`config.mk`:
```
export PLATFORM = sky130hd
export DESIGN_NAME = websocket_frame_encoder
export DESIGN_NICKNAME = d
export VERILOG_FILES = /design/src/hw/rtl/wsfe_pkg.sv /design/src/hw/rtl/wsfe_front.sv /design/src/hw/rtl/wsfe_queue.sv /design/src/hw/rtl/wsfe_back.sv /design/src/hw/rtl/websocket_frame_encoder.sv
export SDC_FILE = /design/constraint.sdc
export NUM_CORES = 1
export LEC_CHECK = 0
export ABC_AREA = 1
export BUFFER_PORTS_ARGS = -buffer_cell sky130_fd_sc_hd__buf_2
export CORE_MARGIN = 3
export CORE_UTILIZATION = 45
export DETAILED_ROUTE_END_ITERATION = 8
export PLACE_DENSITY = 0.64
export SLEW_MARGIN = 25
export SYNTH_ARGS = -nofsm -noshare
export SYNTH_HDL_FRONTEND = slang
export SYNTH_HIERARCHICAL = 1
export SYNTH_SLANG_ARGS = --single-unit
```
`constraint.sdc`:
```
create_clock -name clk -period 5.5 [get_ports clk]
set_input_delay 0.825 -clock clk [delete_from_list [all_inputs] [get_ports clk]]
set_output_delay 0.825 -clock clk [all_outputs]
set_load 0.01 [all_outputs]
```
`src/hw/rtl/wsfe_pkg.sv`:
```
package wsfe_pkg;

	// Input command codes.
	localparam logic CMD_START   = 1'b0;
	localparam logic CMD_PAYLOAD = 1'b1;

	// Header length classes, chosen by the front end from the frame length.
	localparam logic [1:0] LEN_CLASS_SHORT = 2'd0;
	localparam logic [1:0] LEN_CLASS_16    = 2'd1;
	localparam logic [1:0] LEN_CLASS_64    = 2'd2;

	// Length thresholds and header marks.
	localparam logic [31:0] LEN_SHORT_LIMIT = 32'h0000_007D;
	localparam logic [31:0] LEN_16_LIMIT    = 32'h0000_FFFF;
	localparam logic [6:0]  LEN_16_MARK     = 7'h7E;
	localparam logic [6:0]  LEN_64_MARK     = 7'h7F;
	localparam logic        FIN_BIT         = 1'b1;
	localparam logic        MASK_BIT        = 1'b1;

	// Byte index inside a header run and the last index of each class.
	localparam int HDR_IDX_W = 4;
	localparam logic [HDR_IDX_W-1:0] HDR_SHORT_LAST = 4'd5;
	localparam logic [HDR_IDX_W-1:0] HDR_16_LAST    = 4'd7;
	localparam logic [HDR_IDX_W-1:0] HDR_64_LAST    = 4'd13;
	localparam logic [HDR_IDX_W-1:0] HDR_64_LEN_IDX = 4'd6;

	// Default depth of the command queue between front and back end.
	localparam int QUEUE_DEPTH_DEF = 4;

	// One classified command as it travels from front to back end.
	typedef struct packed {
		logic        kind;
		logic [1:0]  len_class;
		logic [3:0]  opcode;
		logic [31:0] length;
		logic [31:0] key;
		logic [7:0]  data;
	} wsfe_entry_t;

	// Select byte number sel of a 32-bit word, byte 0 being least significant.
	function automatic logic [7:0] byte_of(logic [31:0] w, logic [1:0] sel);
		logic [7:0] b;
		case (sel)
			2'd0: b = w[7:0];
			2'd1: b = w[15:8];
			2'd2: b = w[23:16];
			default: b = w[31:24];
		endcase
		return b;
	endfunction

endpackage

```
`src/hw/rtl/wsfe_front.sv`:
```
module wsfe_front (
	input  logic                 clk,
	input  logic                 arst_n,
	input  logic                 push,
	input  logic                 q_full,
	input  logic                 command,
	input  logic [31:0]          frame_length,
	input  logic [3:0]           frame_opcode,
	input  logic [31:0]          mask_key,
	input  logic [7:0]           payload_byte,
	output logic                 wr_en,
	output wsfe_pkg::wsfe_entry_t wr_entry
);

	logic [31:0] key_q;
	logic [1:0]  pos_q;
	logic [1:0]  len_class;

	assign wr_en = push && !q_full;

	// Classify the frame length into one of the three header forms.
	always_comb begin
		if (frame_length <= wsfe_pkg::LEN_SHORT_LIMIT) begin
			len_class = wsfe_pkg::LEN_CLASS_SHORT;
		end else if (frame_length <= wsfe_pkg::LEN_16_LIMIT) begin
			len_class = wsfe_pkg::LEN_CLASS_16;
		end else begin
			len_class = wsfe_pkg::LEN_CLASS_64;
		end
	end

	// Build the queue entry; payload bytes are masked here, in arrival order.
	always_comb begin
		wr_entry.kind      = command;
		wr_entry.len_class = len_class;
		wr_entry.opcode    = frame_opcode;
		wr_entry.length    = frame_length;
		wr_entry.key       = mask_key;
		wr_entry.data      = payload_byte ^ wsfe_pkg::byte_of(key_q, pos_q);
	end

	// Key store and mask position follow each accepted transfer.
	always_ff @(posedge clk or negedge arst_n) begin
		if (!arst_n) begin
			key_q <= '0;
			pos_q <= '0;
		end else if (wr_en) begin
			if (command == wsfe_pkg::CMD_START) begin
				key_q <= mask_key;
				pos_q <= '0;
			end else begin
				pos_q <= pos_q + 2'd1;
			end
		end
	end

	a_start_clears_pos: assert property (@(posedge clk) disable iff (!arst_n)
		(wr_en && command == wsfe_pkg::CMD_START) |=>
		(pos_q == 2'd0 && key_q == $past(mask_key)))
		else $error("mask position or key not set by frame start");

endmodule

```
`src/hw/rtl/wsfe_queue.sv`:
```
module wsfe_queue #(
	parameter int DEPTH = wsfe_pkg::QUEUE_DEPTH_DEF
) (
	input  logic                  clk,
	input  logic                  arst_n,
	input  logic                  wr_en,
	input  wsfe_pkg::wsfe_entry_t wr_entry,
	input  logic                  rd_en,
	output wsfe_pkg::wsfe_entry_t rd_entry,
	output logic                  full,
	output logic                  not_empty
);

	localparam int PTR_W = (DEPTH > 1) ? $clog2(DEPTH) : 1;
	localparam int CNT_W = $clog2(DEPTH + 1);
	localparam logic [PTR_W-1:0] PTR_LAST = PTR_W'(DEPTH - 1);
	localparam logic [CNT_W-1:0] CNT_FULL = CNT_W'(DEPTH);

	wsfe_pkg::wsfe_entry_t entry_q [DEPTH];
	logic [PTR_W-1:0] wr_ptr_q;
	logic [PTR_W-1:0] rd_ptr_q;
	logic [CNT_W-1:0] count_q;

	assign full      = (count_q == CNT_FULL);
	assign not_empty = (count_q != '0);
	assign rd_entry  = entry_q[rd_ptr_q];

	// Entry storage.
	always_ff @(posedge clk) begin
		if (wr_en) begin
			entry_q[wr_ptr_q] <= wr_entry;
		end
	end

	// Pointers and fill count.
	always_ff @(posedge clk or negedge arst_n) begin
		if (!arst_n) begin
			wr_ptr_q <= '0;
			rd_ptr_q <= '0;
			count_q  <= '0;
		end else begin
			if (wr_en) begin
				wr_ptr_q <= (wr_ptr_q == PTR_LAST) ? '0 : wr_ptr_q + 1'b1;
			end
			if (rd_en) begin
				rd_ptr_q <= (rd_ptr_q == PTR_LAST) ? '0 : rd_ptr_q + 1'b1;
			end
			if (wr_en && !rd_en) begin
				count_q <= count_q + 1'b1;
			end else if (rd_en && !wr_en) begin
				count_q <= count_q - 1'b1;
			end
		end
	end

	a_no_overflow: assert property (@(posedge clk) disable iff (!arst_n)
		count_q <= CNT_FULL)
		else $error("command queue count beyond depth");

	a_no_underflow: assert property (@(posedge clk) disable iff (!arst_n)
		rd_en |-> not_empty)
		else $error("command queue read while empty");

endmodule

```
`src/hw/rtl/wsfe_back.sv`:
```
module wsfe_back (
	input  logic                  clk,
	input  logic                  arst_n,
	input  logic                  q_not_empty,
	input  wsfe_pkg::wsfe_entry_t head,
	output logic                  rd_en,
	input  logic                  pop,
	output logic                  empty,
	output logic [7:0]            out_byte,
	output logic                  last_of_run
);

	logic [wsfe_pkg::HDR_IDX_W-1:0] idx_q;
	logic [wsfe_pkg::HDR_IDX_W-1:0] last_idx;
	logic [7:0] next_byte;
	logic       next_last;
	logic       out_valid_q;
	logic       out_free;
	logic       emit;

	// Next byte of the command at the head of the queue.
	always_comb begin
		next_byte = 8'h00;
		last_idx  = wsfe_pkg::HDR_SHORT_LAST;
		if (head.kind == wsfe_pkg::CMD_PAYLOAD) begin
			next_byte = head.data;
			next_last = 1'b1;
		end else begin
			case (head.len_class)
				wsfe_pkg::LEN_CLASS_SHORT: begin
					last_idx = wsfe_pkg::HDR_SHORT_LAST;
					if (idx_q == 4'd0) begin
						next_byte = {wsfe_pkg::FIN_BIT, 3'b000, head.opcode};
					end else if (idx_q == 4'd1) begin
						next_byte = {wsfe_pkg::MASK_BIT, head.length[6:0]};
					end else begin
						next_byte = wsfe_pkg::byte_of(head.key, idx_q[1:0] - 2'd2);
					end
				end
				wsfe_pkg::LEN_CLASS_16: begin
					last_idx = wsfe_pkg::HDR_16_LAST;
					if (idx_q == 4'd0) begin
						next_byte = {wsfe_pkg::FIN_BIT, 3'b000, head.opcode};
					end else if (idx_q == 4'd1) begin
						next_byte = {wsfe_pkg::MASK_BIT, wsfe_pkg::LEN_16_MARK};
					end else if (idx_q == 4'd2) begin
						next_byte = head.length[15:8];
					end else if (idx_q == 4'd3) begin
						next_byte = head.length[7:0];
					end else begin
						next_byte = wsfe_pkg::byte_of(head.key, idx_q[1:0]);
					end
				end
				default: begin
					// 64-bit length: four zero bytes, then the 32-bit length big-endian.
					last_idx = wsfe_pkg::HDR_64_LAST;
					if (idx_q == 4'd0) begin
						next_byte = {wsfe_pkg::FIN_BIT, 3'b000, head.opcode};
					end else if (idx_q == 4'd1) begin
						next_byte = {wsfe_pkg::MASK_BIT, wsfe_pkg::LEN_64_MARK};
					end else if (idx_q < wsfe_pkg::HDR_64_LEN_IDX) begin
						next_byte = 8'h00;
					end else if (idx_q < 4'd10) begin
						next_byte = wsfe_pkg::byte_of(head.length, 2'd1 - idx_q[1:0]);
					end else begin
						next_byte = wsfe_pkg::byte_of(head.key, idx_q[1:0] - 2'd2);
					end
				end
			endcase
			next_last = (idx_q == last_idx);
		end
	end

	// A byte moves into the output register whenever the queue holds a command and that register is free or drained.
	assign out_free = !out_valid_q || pop;
	assign emit     = q_not_empty && out_free;
	assign rd_en    = emit && next_last;
	assign empty    = !out_valid_q;

	// Header byte counter.
	always_ff @(posedge clk or negedge arst_n) begin
		if (!arst_n) begin
			idx_q <= '0;
		end else if (emit) begin
			idx_q <= next_last ? '0 : idx_q + 1'b1;
		end
	end

	// Output register.
	always_ff @(posedge clk or negedge arst_n) begin
		if (!arst_n) begin
			out_valid_q <= 1'b0;
		end else if (out_free) begin
			out_valid_q <= emit;
		end
	end

	always_ff @(posedge clk) begin
		if (emit) begin
			out_byte    <= next_byte;
			last_of_run <= next_last;
		end
	end

	a_idx_range: assert property (@(posedge clk) disable iff (!arst_n)
		idx_q <= wsfe_pkg::HDR_64_LAST)
		else $error("header byte index out of range");

	a_mid_run_head: assert property (@(posedge clk) disable iff (!arst_n)
		(idx_q != '0) |-> (q_not_empty && head.kind == wsfe_pkg::CMD_START))
		else $error("header run in progress without a start command at the head");

endmodule

```
`src/hw/rtl/websocket_frame_encoder.sv`:
```
// A payload byte passes through the command queue and the output register to out_byte.
// A frame start yields a header run of 6, 8 or 14 bytes, set by the length form, one
// per cycle while the output is free; its command leaves the queue with the last byte.
// Throughput: one payload byte per cycle while pop is high; the queue absorbs bursts.
// Reset: arst_n clears the queue, the output register, the key and the mask position.
module websocket_frame_encoder #(
	parameter int QUEUE_DEPTH = wsfe_pkg::QUEUE_DEPTH_DEF
) (
	input  logic        clk,
	input  logic        arst_n,
	input  logic        push,
	output logic        full,
	input  logic        command,
	input  logic [31:0] frame_length,
	input  logic [3:0]  frame_opcode,
	input  logic [31:0] mask_key,
	input  logic [7:0]  payload_byte,
	output logic        empty,
	input  logic        pop,
	output logic [7:0]  out_byte,
	output logic        last_of_run
);

	wsfe_pkg::wsfe_entry_t wr_entry;
	wsfe_pkg::wsfe_entry_t rd_entry;
	logic wr_en;
	logic rd_en;
	logic q_not_empty;

	// Front end: classify and mask.
	wsfe_front u_front (
		.clk          (clk),
		.arst_n       (arst_n),
		.push         (push),
		.q_full       (full),
		.command      (command),
		.frame_length (frame_length),
		.frame_opcode (frame_opcode),
		.mask_key     (mask_key),
		.payload_byte (payload_byte),
		.wr_en        (wr_en),
		.wr_entry     (wr_entry)
	);

	// Command queue between the two ends.
	wsfe_queue #(
		.DEPTH (QUEUE_DEPTH)
	) u_queue (
		.clk       (clk),
		.arst_n    (arst_n),
		.wr_en     (wr_en),
		.wr_entry  (wr_entry),
		.rd_en     (rd_en),
		.rd_entry  (rd_entry),
		.full      (full),
		.not_empty (q_not_empty)
	);

	// Back end: header sequencing and output register.
	wsfe_back u_back (
		.clk         (clk),
		.arst_n      (arst_n),
		.q_not_empty (q_not_empty),
		.head        (rd_entry),
		.rd_en       (rd_en),
		.pop         (pop),
		.empty       (empty),
		.out_byte    (out_byte),
		.last_of_run (last_of_run)
	);

endmodule
```
==> results of run 1 <==
-- worst reg2reg max path, delay by kind of cell, from the launching register on --
family / cells / cell delay [ps]
fa+ha+maj: 2 / 620
buf+inv: 5 / 870
compound gates: 1 / 110
flops: 1 / 450
simple gates: 9 / 1500
-- power breakdown --
part / switching (W) / internal (W)
Combinational: 0.00281 / 0.00106
Sequential: 0.000234 / 0.00384
Clock: 0.00104 / 0.00142
-- layout by cell type, fill, tap and decap left out, types with 6 or more instances in the layout --
cell type / count
inv_1: 228
o21ai_1: 6
edfxtp_1: 325
nand2_1: 544
buf_2: 90
nor2_1: 38
nand4_1: 7
o21ai_0: 26
o211ai_1: 172
buf_4: 12
clkinv_2: 9
ha_1: 17
clkinv_1: 12
nand3_1: 82
clkbuf_1: 13
dfrtp_1: 45
clkbuf_16: 41
a21oi_1: 33
-- logic make-up (layout without fill, tap and decap cells) --
| family | count (synthesis) | count (layout) | share of synthesized area (%) |
|---|---|---|---|
| AO/OA/AOI/OAI | 241 | 241 | 9.38 |
| XOR/XNOR | 2 | 2 | 0.100 |
| adder cells (fa/ha/maj) | 18 | 18 | 1.33 |
| buffers and inverters | 394 | 414 | 11.2 |
| flip-flops | 371 | 371 | 62.3 |
| other | 0 | 1 | 0 |
| AND/OR/NAND/NOR | 687 | 687 | 15.7 |
-- metrics by stage --
stage          instances  hold slack, ps  power (W)  util [%]  instance area [um^2]
3_5_place_dp        2172             463    0.00799      46.4                 17600
3_3_place_gp        2172             459    0.00793      46.4                 17600
5_1_grt             2244             364     0.0111      49.5                 18800
6_report            2245             341     0.0104      49.5                 18800
2_1_floorplan       1713             442    0.00691         -                 17500
4_1_cts             2244             337     0.0105      49.5                 18800
-- area by class of cell --
| type | count | area [um^2] |
|---|---|---|
| repair buffers | 102 | 541 |
| flip-flops and latches | 371 | 10900 |
| inverters | 240 | 913 |
| clock buffers | 54 | 1070 |
| diodes | 1 | 2.50 |
| clock inverters | 18 | 109 |
| fillers | 3455 | 19200 |
| well taps | 511 | 639 |
| multi-input cells | 948 | 4640 |
-- flip-flops by register name (all words and copies together), names as in the netlist, 2 cells and up --
| register | count |
|---|---|
| u_queue/entry_q | 316 |
| u_front/pos_q | 2 |
| u_queue/wr_ptr_q | 2 |
| u_queue/rd_ptr_q | 2 |
| u_front/key_q | 32 |
| u_back/out_byte | 8 |
| u_queue/count_q | 3 |
| u_back/idx_q | 4 |
-- layer usage --
| metal | track usage [%] | routed length (um) | vias up | share of wire (%) |
|---|---|---|---|---|
| li1 | - | - | 5646 | - |
| met1 | 28.0 | 18400 | 5559 | 45 |
| met2 | 32.1 | 19200 | 360 | 47 |
| met3 | 3.02 | 2320 | 67 | 5.7 |
| met4 | 6.05 | 1080 | 0 | 2.6 |
| met5 | 0 | 0 | - | 0 |
-- how the worst min path moves through the flow --
stage | startpoint | to | cells past startpoint
after global placement | u_front/key_q[3] | u_front/key_q[3] | 2
after CTS | arst_n | u_front/pos_q[1] | 1
final | arst_n | u_front/pos_q[1] | 1
after detailed placement | u_front/key_q[8] | u_front/key_q[8] | 2
after global routing | arst_n | u_front/pos_q[1] | 1
after floorplan | u_queue/count_q[2] | u_queue/count_q[2] | 2
==> results_dict.tcl, run 1 <==
set metrics [dict create \
    status "completed" \
    crit_end "u_queue/count_q[1]" \
    synthTopCellsByCount "544 x nand2_1, 325 x edfxtp_1, 232 x inv_1" \
    dp_worst_setup_slack_ps 1860 \
    fin_nets 1803 \
    crit_type "reg -> reg" \
    grt_pass1_vias 11215 \
    start_util_pct 46.0 \
    synth_top_area_share_pct 55.8 \
    clkSinkCount 371 \
    post_drt_wl_per_cell_um 18.3 \
    cts_resized 0 \
    htree_levels 2 \
    p_leak_nw 7.97 \
    fp.dieW_um 203 \
    hp-class "in -> async" \
    synth_top_area_cell "edfxtp_1" \
    final.setup_skew_ps 12.6 \
    drtIter0Drc 956 \
    grt_use_total_pct 19.8 \
    synth_area_leaders "edfxtp_1 56%, nand2_1 12%, o211ai_1 7.4%" \
    grt_max_degree 154 \
    path_clk_slew_ps 60 \
    yosysWarnings 6 \
    min_period_over_period_pct 66.7 \
    crit_chain "inv_8, nand2_1, o211ai_1, nand2_1, nor2_4, inv_1, nand2_1, nand3_1, nand2_1, inv_1, nor2_1, inv_1, ha_1, inv_1, fa_1, nand2_1, nand2_1" \
    vias_per_cell 5.18 \
    wl_um 41000 \
    grt_pass1_wl_um 63500 \
    drive_above_1_share_pct 9.98 \
    hold_violations 0 \
    r2r_cells 17 \
    start_kind "flop" \
    r2r-end "u_queue/count_q[1]" \
    worst_path_max_delay_cell "inv_8" \
    end_kind "flop" \
    r2r_slack_ps 1830 \
    fp-row-count 71 \
    cp.arrival_ps 4080 \
    path_delay_family "simple AND/OR/NAND/NOR gates" \
    gr-total-overflow 0 \
    die-area_um2 41300 \
    slew_headroom_pct 34.2 \
    seq_area_frac_synth_pct 62.3 \
    fin_crit_ps 3670 \
    grt_setup_unrepaired "no" \
    clock-root-buffer "clkbuf_16" \
    vias 11632 \
    synth_fp_nets 1812 \
    cts_hold_buf 0 \
    startpoint "u_queue/rd_ptr_q[0]" \
    clk_path_buf_depth 3 \
    cp_slowest_stage_delay_ps 530 \
    synth.cell_area_um2 17500 \
    cp.depth 17 \
    ys_types 33 \
    place_congestion 0.907 \
    cp_max_fo 153 \
    async_reset_ff_share_pct 12.4 \
    crit_top_cell "nand2_1" \
    worst_skew_pair.late_latency_ps 530 \
    ant_nets 0 \
    layout_setup_ws_ps 1830 \
    drv_slew 0 \
    ios 92 \
    setup_viol 0 \
    core_area_um2 38000 \
    cts_tree "built" \
    cts_buffers 41 \
    cap_violations 0 \
    synth_cells 1713 \
    drc 0 \
    r2r_start "u_queue/rd_ptr_q[0]" \
    syn_avg_cell_area_um2 10.2 \
    synth_edf_count 325 \
    worst_slew_pin_slew_ps 987 \
    max_freq_ghz 0.273 \
    worstPathBufferInverterCount 5 \
    ir_drop_mv 0.266 \
    synth-seq-cells 371 \
    antenna_found_initial 0 \
    die_y_um 203 \
    setup-tns-final_ps 0 \
    drt-pass1-iter-count 5 \
    cp.required_ps 5920 \
    synth.most_common_cell "nand2_1" \
    portBuffers 91 \
    hpwl_um 27200 \
    synthFlopType "edfxtp_1" \
    post-cts-setup-buffers 0 \
    syn_to_final_growth_pct 7.59 \
    power.density_nw_per_um2 552 \
]
No activity file was read; power rests on OpenSTA's default activity.
==> run 2: changes to the inputs <==
--- a/config.mk
+++ b/config.mk
@@ -10,7 +10,7 @@
 export CORE_MARGIN = 3
 export CORE_UTILIZATION = 45
 export DETAILED_ROUTE_END_ITERATION = 8
-export PLACE_DENSITY = 0.64
+export PLACE_DENSITY = 0.66
 export SLEW_MARGIN = 25
 export SYNTH_ARGS = -nofsm -noshare
 export SYNTH_HDL_FRONTEND = slang
==> constraint.sdc (replaced) <==
create_clock -name clk -period 2.9 [get_ports clk]
set_input_delay 0.435 -clock clk [delete_from_list [all_inputs] [get_ports clk]]
set_output_delay 0.435 -clock clk [all_outputs]
set_load 0.01 [all_outputs]
==> results_dict.tcl, run 2 (synthesized netlist as in run 1, its figures left out) <==
set metrics [dict create \
    hp-class "in -> async" \
    final.setup_skew_ps 11.8 \
    path_delay_family "simple AND/OR/NAND/NOR gates" \
    slew_headroom_pct 48.5 \
    worst_slew_pin_slew_ps 772 \
    vias_per_cell 5.17 \
    grt_pass1_wl_um 63600 \
    path_clk_slew_ps 60 \
    grt_pass1_vias 11104 \
    cp_max_fo 15 \
    ir_drop_mv 0.690 \
    core_area_um2 38000 \
    fin_nets 1827 \
    antenna_found_initial 1 \
    r2r_cells 20 \
    largest_reg_flops 316 \
    die-area_um2 41300 \
    ant_nets 0 \
    fp.dieW_um 203 \
    gr-total-overflow 0 \
    wl_um 41200 \
    max_freq_ghz 0.374 \
    grt_max_degree 162 \
    crit_top_cell "nand2_1" \
    worstPathBufferInverterCount 6 \
    cts_tree "built" \
    min_period_over_period_pct 92.1 \
    fin_cells 2269 \
    p_leak_nw 8.16 \
    cp.depth 20 \
    hold_violations 0 \
    status "completed" \
    setup-tns-final_ps 0 \
    end_kind "flop" \
    htree_levels 2 \
    top_register "u_queue/entry_q" \
    drive_above_1_share_pct 11.7 \
    hpwl_um 27400 \
    cp.arrival_ps 3080 \
    drc 0 \
    grt_use_total_pct 19.8 \
    cts_buffers 40 \
    clock-root-buffer "clkbuf_16" \
    cap_violations 0 \
    final_cell_mix "543 x nand2_1, 325 x edfxtp_1, 228 x inv_1" \
    start_kind "flop" \
    fin_worst_hold_slack_ps 28.1 \
    post-cts-setup-buffers 0 \
    portBuffers 91 \
    ios 92 \
    syn_to_final_growth_pct 9.91 \
    worst_skew_pair.late_latency_ps 520 \
    worst_path_max_delay_cell "dfrtp_1" \
    crit_chain "inv_8, nand2_1, o211ai_1, nand2_1, inv_1, nor2_4, inv_1, nand2_1, nand3_1, nand2_1, inv_1, nor2_1, inv_1, ha_1, inv_1, fa_1, nand2_1, nand3_1, nand2_1, nand2_1" \
    cp.required_ps 3310 \
    clk_path_buf_depth 3 \
    cp_slowest_stage_delay_ps 450 \
    layout_setup_ws_ps 230 \
    power.density_nw_per_um2 1060 \
    drt-pass1-iter-count 6 \
    clkSinkCount 371 \
    dp_worst_setup_slack_ps 204 \
    place_congestion 0.907 \
    fin_crit_ps 2670 \
    drv_slew 0 \
    post_dp_cell_area_um2 17900 \
    mostFrequentLayoutCell "nand2_1" \
    fp-row-count 71 \
    drtIter0Drc 767 \
    start_util_pct 46.0 \
    fin_area_um2 19200 \
    post_drt_wl_per_cell_um 18.2 \
    crit_type "reg -> reg" \
    largestRegisters "u_queue/entry_q: 316 flops, u_front/key_q: 32 flops, u_back/out_byte: 8 flops" \
    vias 11720 \
    antenna_cells 0 \
    place_inst 2197 \
    setup_viol 0 \
    die_y_um 203 \
]
==> run 2: what timing repair did <==
action	CTS	global route
resized for setup	0	1
endpoints found under the setup margin	0	1
hold buffers	0	0
==> run 2: metrics by stage <==
step	total power [W]	util [%]
after global placement	0.0154	47.2
after global routing	0.0218	50.6
final	0.0205	50.6
after detailed placement	0.0156	47.2
after floorplan	0.0131	-
after CTS	0.0206	50.6
==> run 2: metal layers <==
metal  share of wire (%)  global-route usage (%)  vias up
li1                    -                       -     5701
met1                  45                    28.0     5664
met2                  48                    32.6      296
met3                 5.2                    2.71       59
met4                 2.1                    4.89        0
met5                   0                       0        -
==> run 2: report_power, final <==
part | internal [W] | switching, W | leakage (nW)
logic | 0.00231 | 0.00545 | 3.97
registers | 0.00727 | 0.000442 | 3.55
clock network | 0.00303 | 0.00198 | 0.631
total | 0.0126 | 0.00787 | 8.16
==> run 2: final cells by class <==
| cell class | count | area [um^2] |
|---|---|---|
| Clock buffer | 57 | 1120 |
| Timing Repair Buffer | 127 | 826 |
| Sequential cell | 371 | 10900 |
| Inverter | 240 | 923 |
| Fill cell | 3437 | 18800 |
| Multi-Input combinational cell | 948 | 4650 |
| Tap cell | 511 | 639 |
| Clock inverter | 15 | 178 |
==> run 2: worst paths after layout <==
| path | start | to | slack, ps |
|---|---|---|---|
| setup / recovery | u_queue/rd_ptr_q[0] | u_queue/count_q[2] | 230 |
| hold / removal | arst_n | u_front/key_q[6] | 30 |
| setup reg to reg | u_queue/rd_ptr_q[0] | u_queue/count_q[2] | 230 |
| hold reg to reg | u_front/key_q[20] | u_front/key_q[20] | 470 |
| max in group asynchronous | arst_n | u_queue/rd_ptr_q[1] | 2410 |
| min in group clk | frame_opcode[2] | u_queue/entry_q[0][74] | 140 |
==> run 3: changes to the inputs <==
--- a/config.mk
+++ b/config.mk
@@ -5,7 +5,7 @@
 export SDC_FILE = /design/constraint.sdc
 export NUM_CORES = 1
 export LEC_CHECK = 0
-export ABC_AREA = 1
+export ABC_AREA = 0
 export BUFFER_PORTS_ARGS = -buffer_cell sky130_fd_sc_hd__buf_2
 export CORE_MARGIN = 3
 export CORE_UTILIZATION = 45
==> results_dict.tcl, run 3 <==
set metrics [dict create \
    final.setup_skew_ps 16.1 \
    synth-seq-cells 371 \
    grt_max_degree 52 \
    crit_type "reg -> reg" \
    worst_skew_pair.late_latency_ps 530 \
    synth_top_area_share_pct 60.3 \
    synth_fp_nets 1006 \
    ant_nets 0 \
    ios 92 \
    clock-root-buffer "clkbuf_16" \
    synth_cells 907 \
    gr-total-overflow 0 \
    htree_levels 2 \
    antenna_cells 0 \
    seq_area_frac_synth_pct 67.4 \
    fin_nets 1086 \
    p_leak_nw 6.43 \
    portBuffers 91 \
    ir_drop_mv 0.589 \
    vias 8572 \
    fp.dieW_um 196 \
    largest_reg_flops 316 \
    drt-pass1-iter-count 9 \
    cp.required_ps 3310 \
    die-area_um2 38300 \
    r2r_start "u_queue/rd_ptr_q[0]" \
    crit_end "u_queue/count_q[1]" \
    synth.most_common_cell "edfxtp_1" \
    worst_slew_pin_slew_ps 898 \
    place_inst 1383 \
    top_register "u_queue/entry_q" \
    end_kind "flop" \
    synth.cell_area_um2 16200 \
    start_util_pct 46.3 \
    ys_types 68 \
    fin_worst_hold_slack_ps 41.5 \
    crit_top_cell "inv_2" \
    syn_avg_cell_area_um2 17.9 \
    grt_pass1_wl_um 54000 \
    path_delay_family "multiplexers" \
    cts_buffers 38 \
    startpoint "u_queue/rd_ptr_q[0]" \
    largestRegisters "u_queue/entry_q: 316 flops, u_front/key_q: 32 flops, u_back/out_byte: 8 flops" \
    status "complete, but fails checks" \
    start_kind "flop" \
    cp.arrival_ps 3350 \
    grt_setup_unrepaired "yes" \
    synth_area_leaders "edfxtp_1 60%, mux4_2 11%, dfrtp_1 7.1%" \
    syn_to_final_growth_pct 12.4 \
    crit_chain "mux4_2, or2_1, o21ai_1, a22o_1, a31o_2, and2_4, inv_2, ha_4, inv_2, fa_2, mux2_4" \
    dp_worst_setup_slack_ps -19.5 \
    cts_hold_buf 0 \
    drv_slew 0 \
    fin_area_um2 18200 \
    wl_um 36600 \
    violations "design-rule violations, negative setup slack" \
    cp_slowest_stage_delay_ps 560 \
    worstPathBufferInverterCount 2 \
    cap_violations 0 \
    setup-tns-final_ps -57.1 \
    r2r-end "u_queue/count_q[1]" \
    slew_headroom_pct 40.1 \
    vias_per_cell 5.82 \
    async_reset_ff_share_pct 12.4 \
    final_cell_mix "325 x edfxtp_1, 91 x buf_2, 79 x mux4_2" \
    drc 4 \
    drtIter0Drc 1003 \
    drive_above_1_share_pct 33.9 \
    r2r_cells 11 \
    fp-row-count 68 \
    hp-class "in -> async" \
    synthFlopType "edfxtp_1" \
    max_freq_ghz 0.340 \
    synth_edf_count 325 \
    yosysWarnings 6 \
    grt_pass1_vias 8455 \
    hpwl_um 24500 \
    worst_path_max_delay_cell "mux4_2" \
    antenna_found_initial 0 \
    grt_use_total_pct 18.6 \
    core_area_um2 35000 \
    mostFrequentLayoutCell "edfxtp_1" \
    r2r_slack_ps -40 \
    clk_path_buf_depth 3 \
    cp_max_fo 5 \
    post_drt_wl_per_cell_um 24.8 \
    synth_top_area_cell "edfxtp_1" \
    synthTopCellsByCount "325 x edfxtp_1, 79 x mux4_2, 70 x buf_4" \
    clkSinkCount 371 \
    min_period_over_period_pct 101 \
    hold_violations 0 \
    cp.depth 11 \
    power.density_nw_per_um2 1080 \
    fin_cells 1472 \
    cts_tree "built" \
    layout_setup_ws_ps -40.8 \
    place_congestion 0.953 \
    setup_viol 2 \
    fin_crit_ps 2940 \
    path_clk_slew_ps 60 \
    die_y_um 196 \
    post_dp_cell_area_um2 16800 \
]
## run 3: cell count changes after synthesis, sizes merged, moves of 32 or more
| cell | change |
|---|---|
| mux2 | +35 |
| a222oi | +32 |
| inv | -205 |
| nand2 | -517 |
| mux4 | +79 |
| o211ai | -171 |
| nand3 | -74 |
## run 3: report_power, final
group	internal (W)	leakage (nW)	switching (W)
Sequential	0.00732	3.52	0.000445
Combinational	0.00326	2.34	0.00412
Clock	0.00261	0.563	0.00198
Total	0.0132	6.43	0.00654
## run 3: logic make-up (layout without fill, tap and decap cells)
group | count (synthesis) | in the layout | share of synthesized area, %
AO/OA/AOI/OAI | 122 | 122 | 5.66
XOR/XNOR | 11 | 11 | 0.595
adder cells (fa/ha/maj) | 18 | 18 | 1.44
buffers and inverters | 150 | 260 | 6.31
flip-flops | 371 | 371 | 67.4
multiplexers | 126 | 126 | 14.9
AND/OR/NAND/NOR | 109 | 109 | 3.76
## run 3: worst min-delay path by stage
stage	startpoint	to	slack, ps	cells after the start
2_1_floorplan	arst_n	u_back/idx_q[0]	140	0
3_3_place_gp	u_queue/count_q[2]	u_queue/count_q[2]	470	1
3_5_place_dp	u_queue/count_q[2]	u_queue/count_q[2]	470	1
4_1_cts	arst_n	u_front/key_q[8]	60	1
5_1_grt	arst_n	u_front/key_q[8]	90	1
6_report	arst_n	u_front/key_q[8]	40	1
## run 3: per-stage QoR
step / utilization [%] / power, W
after floorplan: - / 0.0126
after global placement: 48.0 / 0.0147
after detailed placement: 48.0 / 0.0148
after CTS: 51.3 / 0.0194
after global routing: 52.0 / 0.0207
final: 52.0 / 0.0197
## run 3: cell type report
type / instances / area [um^2]
fillers: 2808 / 16800
flip-flops and latches: 371 / 10900
multi-input cells: 386 / 4310
repair buffers: 156 / 1110
clock buffers: 45 / 977
well taps: 455 / 569
clock inverters: 25 / 191
inverters: 34 / 128
## run 3: repair_timing
action	CTS	global route
pin swaps	1	12
hold endpoints to repair	0	0
gates resized for setup	2	17
cloned	0	3
setup buffers	0	16
setup endpoints to repair	2	8
## run 3: routing by layer
metal	wire length (um)	part of all wire (%)	global-route usage, %
met2	17400	48	28.9
met1	15700	43	27.3
met3	2770	7.6	3.52
met4	705	1.9	5.04
met5	0	0	0
